**src/rtl/core/portion_feed_motor_sequencer_macros.svh**
```systemverilog
// Assertion macros for the portion feed motor sequencer.
// Each macro expects clk and arst_n in the scope where it is used.
`ifndef PORTION_FEED_MOTOR_SEQUENCER_MACROS_SVH
`define PORTION_FEED_MOTOR_SEQUENCER_MACROS_SVH

// same-cycle implication
`define PFMS_ASSERT_NOW(lbl, ante, cons, msg) \
	lbl: assert property (@(posedge clk) disable iff (!arst_n) (ante) |-> (cons)) \
		else $error(msg);

// next-cycle implication
`define PFMS_ASSERT_NEXT(lbl, ante, cons, msg) \
	lbl: assert property (@(posedge clk) disable iff (!arst_n) (ante) |=> (cons)) \
		else $error(msg);

`endif

```
**src/rtl/core/pfms_pkg.sv**
```systemverilog
// Shared types and constants for the portion feed motor sequencer.
// No dependencies.
package pfms_pkg;

	localparam int PORTION_BITS = 8;
	localparam int TIMER_BITS   = 16;
	localparam int SETTLE_BITS  = 10;
	localparam int CFG_IDX_BITS = 2;
	localparam int CFG_DATA_BITS = 16;

	localparam logic [TIMER_BITS-1:0]  SEEK_LIMIT     = 16'd200;
	localparam logic [TIMER_BITS-1:0]  JIGGLE_TICKS   = 16'd50;
	localparam logic [2:0]             LOW_NEEDED     = 3'd7;
	localparam logic [2:0]             JIGGLE_PHASES  = 3'd6;
	localparam logic [TIMER_BITS-1:0]  TIMEOUT_RESET  = 16'd500;
	localparam logic [SETTLE_BITS-1:0] SETTLE_RESET   = 10'd50;

	localparam logic KIND_START = 1'b0;
	localparam logic KIND_TICK  = 1'b1;

	localparam logic [CFG_IDX_BITS-1:0] CFG_TIMEOUT = 2'd0;
	localparam logic [CFG_IDX_BITS-1:0] CFG_SETTLE  = 2'd1;
	localparam logic [CFG_IDX_BITS-1:0] CFG_REVERSE = 2'd2;

	localparam logic ERR_NONE    = 1'b0;
	localparam logic ERR_TIMEOUT = 1'b1;

	typedef enum logic [2:0] {
		PH_IDLE,
		PH_SEEK,
		PH_WAIT,
		PH_SETTLE,
		PH_JIGGLE
	} phase_t;

	typedef enum logic [1:0] {
		DRV_STOP = 2'd0,
		DRV_FWD  = 2'd1,
		DRV_REV  = 2'd2
	} drive_t;

	typedef struct packed {
		logic       kind;
		logic [7:0] portions;
		logic       sensor_level;
	} req_t;

	typedef struct packed {
		logic [1:0] motor_drive;
		logic       busy_res;
		logic       finished;
		logic [7:0] delivered;
		logic       error_code;
	} rsp_t;

	typedef struct packed {
		logic [TIMER_BITS-1:0]  portion_timeout;
		logic [SETTLE_BITS-1:0] settle_ticks;
		logic                   reverse_enable;
	} cfg_t;

endpackage

```
**src/rtl/core/portion_feed_motor_sequencer.sv**
```systemverilog
// Portion feed motor sequencer: one request beat in, one result beat out per beat.
// Takes one request beat every clock while req_stall is low; a taken request passes the
// request register, then the result register, and its result waits there while rsp_stall holds.
// Depends on pfms_pkg and pfms_ctrl.

module portion_feed_motor_sequencer
	import pfms_pkg::*;
(
	input  logic                     clk,
	input  logic                     arst_n,
	input  logic                     req_valid,
	output logic                     req_stall,
	input  req_t                     req,
	output logic                     rsp_valid,
	input  logic                     rsp_stall,
	output rsp_t                     rsp,
	input  logic                     cfg_wr_en,
	input  logic [CFG_IDX_BITS-1:0]  cfg_index,
	input  logic [CFG_DATA_BITS-1:0] cfg_data
);

	req_t req_s1;
	logic req_valid_s1;
	rsp_t rsp_s2;
	logic rsp_valid_s2;
	cfg_t cfg_q;
	rsp_t rsp_next;
	logic go;

	assign go        = req_valid_s1 && (!rsp_valid_s2 || !rsp_stall);
	assign req_stall = req_valid_s1 && !go;
	assign rsp_valid = rsp_valid_s2;
	assign rsp       = rsp_s2;

	always_ff @(posedge clk or negedge arst_n) begin
		if (!arst_n) begin
			req_valid_s1 <= 1'b0;
			rsp_valid_s2 <= 1'b0;
		end else begin
			if (req_valid && !req_stall)
				req_valid_s1 <= 1'b1;
			else if (go)
				req_valid_s1 <= 1'b0;
			if (go)
				rsp_valid_s2 <= 1'b1;
			else if (!rsp_stall)
				rsp_valid_s2 <= 1'b0;
		end
	end

	always_ff @(posedge clk) begin
		if (req_valid && !req_stall)
			req_s1 <= req;
		if (go)
			rsp_s2 <= rsp_next;
	end

	always_ff @(posedge clk or negedge arst_n) begin
		if (!arst_n) begin
			cfg_q.portion_timeout <= TIMEOUT_RESET;
			cfg_q.settle_ticks    <= SETTLE_RESET;
			cfg_q.reverse_enable  <= 1'b0;
		end else if (cfg_wr_en) begin
			case (cfg_index)
				CFG_TIMEOUT: cfg_q.portion_timeout <= TIMER_BITS'(cfg_data);
				CFG_SETTLE:  cfg_q.settle_ticks    <= SETTLE_BITS'(cfg_data);
				CFG_REVERSE: cfg_q.reverse_enable  <= cfg_data[0];
				default: ;
			endcase
		end
	end

	pfms_ctrl u_ctrl (
		.clk    (clk),
		.arst_n (arst_n),
		.go     (go),
		.req    (req_s1),
		.cfg    (cfg_q),
		.rsp    (rsp_next)
	);

endmodule

```
**src/rtl/core/pfms_ctrl.sv**
```systemverilog
// Sequencer state machine: state registers and per-item next-state logic.
// Depends on pfms_pkg and portion_feed_motor_sequencer_macros.svh.
`include "portion_feed_motor_sequencer_macros.svh"

module pfms_ctrl
	import pfms_pkg::*;
(
	input  logic clk,
	input  logic arst_n,
	input  logic go,
	input  req_t req,
	input  cfg_t cfg,
	output rsp_t rsp
);

	phase_t                  phase_q, phase_d;
	logic [PORTION_BITS-1:0] remaining_q, remaining_d;
	logic [PORTION_BITS-1:0] done_q, done_d;
	logic [TIMER_BITS-1:0]   timer_q, timer_d;
	logic [2:0]              low_q, low_d;
	logic                    prev_q, prev_d;
	logic                    retried_q, retried_d;
	logic [2:0]              jstep_q, jstep_d;

	always_ff @(posedge clk or negedge arst_n) begin
		if (!arst_n) begin
			phase_q     <= PH_IDLE;
			remaining_q <= '0;
			done_q      <= '0;
			timer_q     <= '0;
			low_q       <= '0;
			prev_q      <= 1'b1;
			retried_q   <= 1'b0;
			jstep_q     <= '0;
		end else if (go) begin
			phase_q     <= phase_d;
			remaining_q <= remaining_d;
			done_q      <= done_d;
			timer_q     <= timer_d;
			low_q       <= low_d;
			prev_q      <= prev_d;
			retried_q   <= retried_d;
			jstep_q     <= jstep_d;
		end
	end

	always_comb begin
		logic [TIMER_BITS-1:0] tinc;
		logic                  pdone;
		logic                  tmo;
		logic                  fin;
		logic                  err;
		logic                  busy;
		drive_t                drv;

		phase_d     = phase_q;
		remaining_d = remaining_q;
		done_d      = done_q;
		timer_d     = timer_q;
		low_d       = low_q;
		prev_d      = prev_q;
		retried_d   = retried_q;
		jstep_d     = jstep_q;
		tinc        = timer_q + 1'b1;
		pdone       = 1'b0;
		tmo         = 1'b0;
		fin         = 1'b0;
		err         = ERR_NONE;
		busy        = (phase_q != PH_IDLE);

		if (req.kind == KIND_START) begin
			if (!busy) begin
				remaining_d = PORTION_BITS'(req.portions);
				done_d      = '0;
				retried_d   = 1'b0;
				jstep_d     = '0;
				prev_d      = 1'b1;
				timer_d     = '0;
				if (PORTION_BITS'(req.portions) == '0) begin
					phase_d = PH_IDLE;
					fin     = 1'b1;
				end else begin
					phase_d = PH_SEEK;
					low_d   = '0;
				end
			end
		end else begin
			case (phase_q)
				PH_SEEK: begin
					if (req.sensor_level) begin
						phase_d = PH_WAIT;
						timer_d = '0;
						low_d   = '0;
						prev_d  = 1'b1;
					end else begin
						timer_d = tinc;
						tmo     = (tinc >= SEEK_LIMIT);
					end
				end
				PH_WAIT: begin
					if (!req.sensor_level && !prev_q)
						low_d = low_q + 1'b1;
					prev_d = req.sensor_level;
					if (low_d >= LOW_NEEDED) begin
						low_d   = '0;
						phase_d = PH_SETTLE;
						timer_d = '0;
						pdone   = (cfg.settle_ticks == '0);
					end else begin
						timer_d = tinc;
						tmo     = (tinc >= cfg.portion_timeout) || (tinc == '0);
					end
				end
				PH_SETTLE: begin
					timer_d = tinc;
					pdone   = (tinc >= TIMER_BITS'(cfg.settle_ticks));
				end
				PH_JIGGLE: begin
					timer_d = tinc;
					if (tinc >= JIGGLE_TICKS) begin
						timer_d = '0;
						jstep_d = jstep_q + 1'b1;
						if (jstep_d >= JIGGLE_PHASES) begin
							jstep_d = '0;
							phase_d = PH_SEEK;
							low_d   = '0;
						end
					end
				end
				default: begin
					phase_d = PH_IDLE;
				end
			endcase
		end

		if (pdone) begin
			done_d      = done_q + 1'b1;
			remaining_d = remaining_q - 1'b1;
			timer_d     = '0;
			if (remaining_d == '0) begin
				phase_d = PH_IDLE;
				fin     = 1'b1;
			end else begin
				phase_d = PH_SEEK;
				low_d   = '0;
			end
		end

		if (tmo) begin
			timer_d = '0;
			if (cfg.reverse_enable && !retried_q) begin
				retried_d = 1'b1;
				phase_d   = PH_JIGGLE;
				jstep_d   = '0;
			end else begin
				phase_d = PH_IDLE;
				fin     = 1'b1;
				err     = ERR_TIMEOUT;
			end
		end

		case (phase_d)
			PH_SEEK, PH_WAIT, PH_SETTLE: drv = DRV_FWD;
			PH_JIGGLE:                   drv = jstep_d[0] ? DRV_FWD : DRV_REV;
			default:                     drv = DRV_STOP;
		endcase

		rsp.motor_drive = drv;
		rsp.busy_res    = (phase_d != PH_IDLE);
		rsp.finished    = fin;
		rsp.delivered   = 8'(done_d);
		rsp.error_code  = fin ? err : ERR_NONE;
	end

	`PFMS_ASSERT_NOW(a_jiggle_retried, phase_q == PH_JIGGLE, retried_q, "jiggle without retry mark")
	`PFMS_ASSERT_NOW(a_jstep_range, 1'b1, jstep_q < JIGGLE_PHASES, "jiggle step out of range")
	`PFMS_ASSERT_NOW(a_low_range, 1'b1, low_q < LOW_NEEDED, "low count not cleared")
	`PFMS_ASSERT_NEXT(a_idle_tick, go && phase_q == PH_IDLE && req.kind == KIND_TICK, phase_q == PH_IDLE, "tick left idle")

endmodule
```
**config.mk**
```make
export PLATFORM = sky130hd
export DESIGN_NAME = portion_feed_motor_sequencer
export DESIGN_NICKNAME = d
export VERILOG_FILES = /design/src/rtl/core/pfms_pkg.sv /design/src/rtl/core/portion_feed_motor_sequencer.sv /design/src/rtl/core/pfms_ctrl.sv
export VERILOG_INCLUDE_DIRS = /design/src /design/src/rtl/core
export SDC_FILE = /design/constraint.sdc
export NUM_CORES = 1
export LEC_CHECK = 0
export BUFFER_PORTS_ARGS = -buffer_cell sky130_fd_sc_hd__buf_4
export CAP_MARGIN = 25
export CORE_UTILIZATION = 35
export CTS_CLUSTER_SIZE = 8
export DETAILED_ROUTE_END_ITERATION = 12
export SYNTH_ARGS = -nofsm -noshare
export SYNTH_HDL_FRONTEND = slang
export SYNTH_SLANG_ARGS = --single-unit
```
**constraint.sdc**
```tcl
create_clock -name clk -period 10.2 [get_ports clk]
set_input_delay 1.02 -clock clk [delete_from_list [all_inputs] [get_ports clk]]
set_output_delay 1.02 -clock clk [all_outputs]
set_load 0.005 [all_outputs]
```
==> results of run 1 <==
==> logic make-up after synthesis <==
| kind of cell | Yosys count | synth area share, % |
|---|---|---|
| DFF | 95 | 41.8 |
| muxes | 20 | 3.66 |
| and+or+nand+nor | 233 | 19.9 |
| AOI/OAI and AO/OA | 171 | 18.4 |
| buffers and inverters | 79 | 5.56 |
| xor gates and xnor gates | 24 | 3.51 |
| adders and majority gates | 34 | 7.11 |
==> area by class of cell <==
class / count / area [µm²]
flip-flops and latches: 95 / 2500
multi-input cells: 482 / 3160
fillers: 1602 / 9780
repair buffers: 51 / 395
clock inverters: 7 / 120
inverters: 47 / 176
clock buffers: 9 / 225
well taps: 220 / 275
==> power by group <==
| group | total [mW] | switching [mW] | internal, mW |
|---|---|---|---|
| logic | 0.279 | 0.157 | 0.122 |
| clock network | 0.391 | 0.151 | 0.240 |
| registers | 0.516 | 0.0632 | 0.453 |
| total | 1.19 | 0.371 | 0.815 |
==> synthesized netlist by cell type, drive strengths merged, types with 4 or more instances <==
library cell  count  area (µm²)
nor4              9        56.3
edfxtp           23         691
nor2b            12        75.1
nand4             9        86.3
clkbuf           20        76.3
nor2             39         149
xnor2            15         131
mux2i             5        50.1
nand3            18         100
nor3             25         135
and2              4        25.0
xor2              9        78.8
and3              7        43.8
dfstp            10         263
a21oi            28         144
o21ai            73         365
inv              47         176
or4               4        30.0
nand2b            8        50.1
mux2             15         169
ha               34         425
or3               7        43.8
o31ai            15         118
buf              12        80.1
a22o              8        70.1
nand2            77         289
o21a              6        45.0
a31oi             5        46.3
dfrtp            62        1550
==> state kept, by name (all words and copies together), names as in the netlist, 3 cells and up <==
| name | flops |
|---|---|
| cfg_q | 27 |
| req_s1 | 10 |
| rsp | 13 |
| u_ctrl.done_q | 8 |
| u_ctrl.jstep_q | 3 |
| u_ctrl.low_q | 3 |
| u_ctrl.phase_q | 3 |
| u_ctrl.remaining_q | 8 |
| u_ctrl.timer_q | 16 |
==> layer usage <==
layer | track usage, % | up-vias | wire length [µm]
li1 | - | 2420 | -
met1 | 23.0 | 2328 | 6690
met2 | 26.4 | 86 | 6360
met3 | 3.22 | 22 | 420
met4 | 6.32 | 0 | 277
met5 | 0 | - | 0
==> metrics by stage <==
step / hold WS [ps] / cell area, µm² / total power, mW / cells
global route: 526 / 6860 / 1.26 / 911
detailed placement: 493 / 6490 / 0.798 / 894
global placement: 473 / 6490 / 0.788 / 894
finish: 502 / 6860 / 1.19 / 911
CTS: 510 / 6840 / 1.19 / 910
floorplan: 457 / 5990 / 0.708 / 656
==> final timing paths <==
check	end	slack (ps)	cells after the start
worst max-delay path	u_ctrl.remaining_q[3]	5660	15
worst min-delay path	rsp_valid	500	1
worst max register to register	u_ctrl.remaining_q[3]	5660	15
worst min register to register	rsp_valid	500	1
max in group asynchronous	u_ctrl.done_q[7]	9000	2
min in group asynchronous	cfg_q[24]	630	1
==> results.txt, run 1 <==
The run finished with clean final reports. Setup violations remaining at the end of the flow were counted as 0. Maximum net fanout on the critical path: 43.

Flip-flop and latch count after synthesis: 95. The worst setup path is launched from a register. The number of antenna repair diodes was 0. Setup repair after global routing left no endpoint under its margin.

After clock tree synthesis, the setup repair step added 0 buffers. Leaving out fill and tap cells, the most frequent cells in the layout are sky130_fd_sc_hd__nand2_1, sky130_fd_sc_hd__o21ai_0, sky130_fd_sc_hd__dfrtp_1, sky130_fd_sc_hd__buf_4, sky130_fd_sc_hd__inv_1. The run gives 723 as the net count after synthesis. The tools report the post-route setup TNS as 0 ps.

Data on the critical path arrives at its endpoint at 4750 ps. Across the run, the number of max-cap violations was 0. STA classifies the critical path endpoint as a register.

In the routed layout, each cell is associated on average with a via count of 5.33. The total overflow left after global routing is 0. The logs give 345 for the number of DRC markers in iteration 0 and 10410 ps for the required time of the worst setup path. Class of the tightest hold or removal check: reg -> reg.

Counting stages on the worst path, the most repeated cell is sky130_fd_sc_hd__nand2_1. The logs give 0 for the number of buffers inserted for hold repair after clock tree synthesis and 48 for the number of top-level design ports. The most common library cell in the layout ignoring fill and taps is sky130_fd_sc_hd__nand2_1. Of all flip-flops after synthesis, the portion carrying an async set or reset was 75.8%. The clock net in this run drives a total of 95 sinks. The mapped netlist covers 5990 µm².

The run gives 16.8% as the global-route usage over all layers. IR analysis of the VDD net gives a maximum drop of 0.102 mV. The run gives 4856 as the total number of vias. The number of levels the H-tree was split into came out at 3. The worst hold path begins at req_valid_s1. The final critical path time including I/O delays and setup is 4540 ps, and the residual DRC count is 0. The count of nets left with antenna violations once routing finished came out at 0.

The critical path goes through ha_1 > and4_1 > nand2_1 > xnor2_1 > ha_1 > nand2_1 > or3_1 > or3_1 > a211oi_1 > o31ai_4 > buf_4 > nand2_1 > nand2_1 > o21ai_0 > o21ai_0. The height of the die is 133 µm, and the standby leakage power is 2.93 nW. Maximum number of pins on one net before global-route repair: 73. The number of global-route vias before repair is 4706, and the buffering stage count on the worst path with inverters included is 1. Fraction of final layout cells with drive strength greater than 1: 16.1%. The kind of cell adding the most delay to the critical path was simple AND/OR/NAND/NOR gates.

Synthesis instantiated 72 different standard cells from the library. The number of core rows was 47. The tools report the later-pin clock latency in the skew report as 360 ps. For the worst-case setup margin in the final layout, the log shows 5660 ps. The global placer's final weighted congestion was 0.837; the utilization after layout was 41.2%. In the synthesized netlist, the number of instances is 656. Once the floorplan was initialized, standard cells occupied 36.0% of the core. The clock tree buffer depth is 2.

The logs give 5680 ps for the pre-CTS setup slack and 10.2 mm for the HPWL after detailed placement. The largest single stage delay on the critical path is 580 ps. The number of warnings reported in the yosys synthesis log came out at 0. The worst setup path is of the reg -> reg kind. The total area inside the core boundary comes to 16600 µm². For this run, the register share of the synthesized area comes to 41.8%.

Between clock sinks in the finished design, the worst skew comes to 7.98 ps. The most critical setup path has its startpoint at u_ctrl.timer_q[0]. The final count of hold timing violations came out at 0. In this run the horizontal extent of the chip is 133 µm. For the floorplan die area, the log shows 17600 µm². The predominant post-synthesis flop cell is sky130_fd_sc_hd__dfrtp_1. At the end of the flow, the number of nets in the layout was 753. The post-CTS clock slew at the launch and capture registers of the worst setup and hold paths was 70 ps.

For this run, the detailed router's first-pass iteration total came to 4. For the headroom to the max-slew limit, the log shows 43.0%. The count of cells resized by post-cts repair came out at 0. The worst register-to-register path begins at u_ctrl.timer_q[0]. The number of CTS-inserted buffers is 9. Relative to the synthesized area, the layout overhead comes to 14.6%.

The initial antenna violation count is 0, and the transition at the pin with the smallest max-transition slack is 854 ps. The wire length per cell is 15.1 µm, and the power per cell area is 173 nW/µm². The first global-routing pass estimated 23.7 mm of wire.

The total routed wirelength was 13.7 mm; the number of flops mapped to enable cells by yosys was 23. The number of pins with negative max-slew slack in the final report was 0. Buffers placed on the I/O ports in this run total 47. The final cycle utilization of the critical path was 44.5%; the fmax was 220 MHz. The tools report the root buffer cell as sky130_fd_sc_hd__clkbuf_16. The slowest stage of the critical path belongs to the cell sky130_fd_sc_hd__dfrtp_1. A synthesized cell averages 9.12 µm². TritonCTS built the clock tree.
Note: power is estimated with default switching activity, not from simulation.
==> inputs of run 2 (changes only) <==
==> constraint.sdc (replaced) <==
create_clock -name clk -period 4.7 [get_ports clk]
set_input_delay 0.47 -clock clk [delete_from_list [all_inputs] [get_ports clk]]
set_output_delay 0.47 -clock clk [all_outputs]
set_load 0.005 [all_outputs]
==> run 2 against run 1 <==
Compared with the run above: clock skew decreased by 4.2 ps; global-route usage grew 0.40 points; flip-flop and latch count did not move; worst setup slack got worse by 5300 ps; sequential power grew 120%; design area is 0.49% lower.
==> results.txt, run 2 (synthesis gave the netlist of run 1 again) <==
Once the clock tree was built, the resizer swapped 0 gates to a different size. The number of antenna repair diodes was 0. The maximum vdd drop is 0.233 mV, and the met1 usage in global routing is 23.8%.

Root buffer cell: sky130_fd_sc_hd__clkbuf_16. The tools report the maximum number of pins on one net before global-route repair as 73. The maximum net fanout on the critical path came out at 14.

The number of clock buffers added by TritonCTS is 9. For this configuration, the core starts out at a cell density of 36.0%. The floorplan has 47 rows. Setup repair after global routing left no endpoint under its margin. The detail route stage leaves a number of antenna-violating nets equal to 0. The library cell used most frequently in the layout, excluding fill and tap cells, is sky130_fd_sc_hd__nand2_1. For the pin with the worst max-slew slack, the measured transition is 823 ps.

The total of max-cap violations is 0, and the number of buffers inserted for hold repair after clock tree synthesis is 0. For the worst setup path, the data arrival time is 4540 ps. Summed over all nets, the switching power comes to 0.793 mW.

Setup total negative slack on the finished layout was measured at 0 ps. Internal power of the cells: 1.62 mW. STA classifies the critical path endpoint as a register.

The clock tree buffer depth is 2. The sort of element at the start of the critical path was a register. Global-route usage over all layers: 17.2%.

The number of endpoints failing setup at the final stage was 0; the post-CTS clock slew at the launch and capture registers of the worst setup and hold paths was 60 ps. In this run, the combinational gates consume 25.3% of the power. The final-layout fill cell count came out at 1638. The initial antenna violation count came out at 0. After clock tree synthesis, the setup repair step added 0 buffers. In the final design database the tool counted 758 nets. The final count of hold timing violations was 0; the headroom to the max-slew limit was 44.9%. The total area inside the core boundary comes to 16600 µm².

The number of DRC markers in iteration 0 was 318. The height of the die was 133 µm. For this design the ratio of total power to cell area is 354 nW/µm². The start-to-end type of the worst setup path is reg -> reg.

After detailed routing, the number of remaining DRC violations is 0. The logs give 4708 for the number of global-route vias before repair and 4940 ps for the required time of the worst setup path. The first-pass GRT wire length is 24.1 mm. The first detailed-routing pass took 7 iterations. For the standby leakage power, the log shows 2.92 nW. Global placer's final weighted congestion: 0.891.

The fraction of final layout cells with drive strength greater than 1 came out at 16.5%. The floorplan step defined a die boundary enclosing 17600 µm². For this run, global-route usage on met3 was measured as 2.64%. Between clock sinks in the finished design, the worst skew comes to 3.77 ps. Pin placement for this block handled 48 I/O pins. The number of vias per cell was 5.31; the worst-case setup margin in the final layout was 397 ps. The logs give 14.2 mm for the total routed wirelength and 10.4 mm for the HPWL after detailed placement.

The flow ran to the end, and the final reports show no timing, DRC or antenna violations. The number of pins with negative max-slew slack in the final report was 0; the pre-CTS setup slack was 387 ps. The clock period could shrink to 4300 ps.

Of the total power, the clock network draws 28.3%. In this run, flip-flops and latches consume 46.4% of the power. Net switching is 32.8% of the power. The fmax is 232 MHz, and the layout-stage area growth over the synthesis result is 14.0%. TritonCTS built the clock tree. The register with the most flip-flops in the layout has 27 of them.

The number of levels the H-tree was split into is 3. The detailed router placed 4868 vias in this run. The final cycle utilization of the critical path is 91.5%.

The register with the most flip-flops in the final layout is cfg_q. Dividing the detail-routed wire length by the instance count gives 15.5 µm. The tightest hold path in the finished design has a slack of 71.7 ps. The total of buffers placed on input and output ports is 47, and the leftover overflow at the end of global routing is 0. The tree built by TritonCTS fans out to 95 sinks. The horizontal extent of the die was 133 µm. The path class of the tightest hold or removal check is in -> async.

Global routing used 26.5% of the available met2 tracks. Later-pin clock latency in the skew report: 350 ps. The layer carrying the most global-route usage was met2. In the layout the commonest cells are sky130_fd_sc_hd__nand2_1, sky130_fd_sc_hd__o21ai_0, sky130_fd_sc_hd__dfrtp_1, sky130_fd_sc_hd__buf_4, sky130_fd_sc_hd__inv_1.
## run 2: cell count changes in the layout (fill, tap and decap cells not counted), sizes merged
cell / previous run / this run
buf: 51 / 56
clkbuf: 9 / 13
bufinv: 3 / 0
clkinv: 2 / 1
clkinvlp: 1 / 2
inv: 48 / 47
## run 2: final timing paths
path | startpoint | depth (start not counted) | slack (ps) | end
max | u_ctrl.timer_q[1] | 14 | 400 | u_ctrl.timer_q[0]
min | arst_n | 1 | 70 | u_ctrl.timer_q[10]
max reg2reg | u_ctrl.timer_q[1] | 14 | 400 | u_ctrl.timer_q[0]
min reg2reg | req_valid_s1 | 1 | 500 | rsp_valid
max in group asynchronous | arst_n | 2 | 3990 | u_ctrl.prev_q
min in group clk | req[9] | 1 | 290 | req_s1[9]
## run 2: cell type report
cell class | instances | area [µm²] | share of cell area, %
clock inverters | 3 | 20.0 | 0.293
inverters | 47 | 176 | 2.58
well taps | 220 | 275 | 4.03
multi-input cells | 482 | 3160 | 46.4
clock buffers | 13 | 250 | 3.67
repair buffers | 56 | 433 | 6.34
flip-flops and latches | 95 | 2510 | 36.7
## run 2: power by group through the flow
| stage | logic, mW | clock network, mW | registers, mW |
|---|---|---|---|
| final | 0.611 | 0.684 | 1.12 |
| after global routing | 0.697 | 0.733 | 1.14 |
| after CTS | 0.613 | 0.704 | 1.12 |
| after detailed placement | 0.606 | 0 | 1.14 |
| after global placement | 0.593 | 0 | 1.13 |
| after floorplan | 0.458 | 0 | 1.08 |
## run 2: through the flow
stage               instance area [µm²]  util (%)  instances  total power, mW
finish                             6830      41.0        916             2.42
global route                       6830      41.0        916             2.57
CTS                                6800      40.9        915             2.44
detailed placement                 6530      39.2        899             1.74
global placement                   6530      39.2        899             1.72
floorplan                          5990         -        656             1.54
## run 2: critical path, stage by stage (launching register included)
cell,delay [ps]
sky130_fd_sc_hd__dfrtp_1,520
sky130_fd_sc_hd__ha_1,410
sky130_fd_sc_hd__and4_1,280
sky130_fd_sc_hd__nand2_1,140
sky130_fd_sc_hd__xnor2_1,220
sky130_fd_sc_hd__ha_1,310
sky130_fd_sc_hd__nand2_1,60
sky130_fd_sc_hd__or3_1,360
sky130_fd_sc_hd__or3_1,390
sky130_fd_sc_hd__a211oi_1,460
sky130_fd_sc_hd__or3_1,300
sky130_fd_sc_hd__nor3_2,100
sky130_fd_sc_hd__nand4_4,230
sky130_fd_sc_hd__nor2_2,130
sky130_fd_sc_hd__mux2_2,270
## run 2: layer usage
layer	vias to the layer above	part of all wire (%)
met5	-	0
met4	0	1.8
met3	20	3.2
met2	92	46
met1	2334	49
li1	2422	-
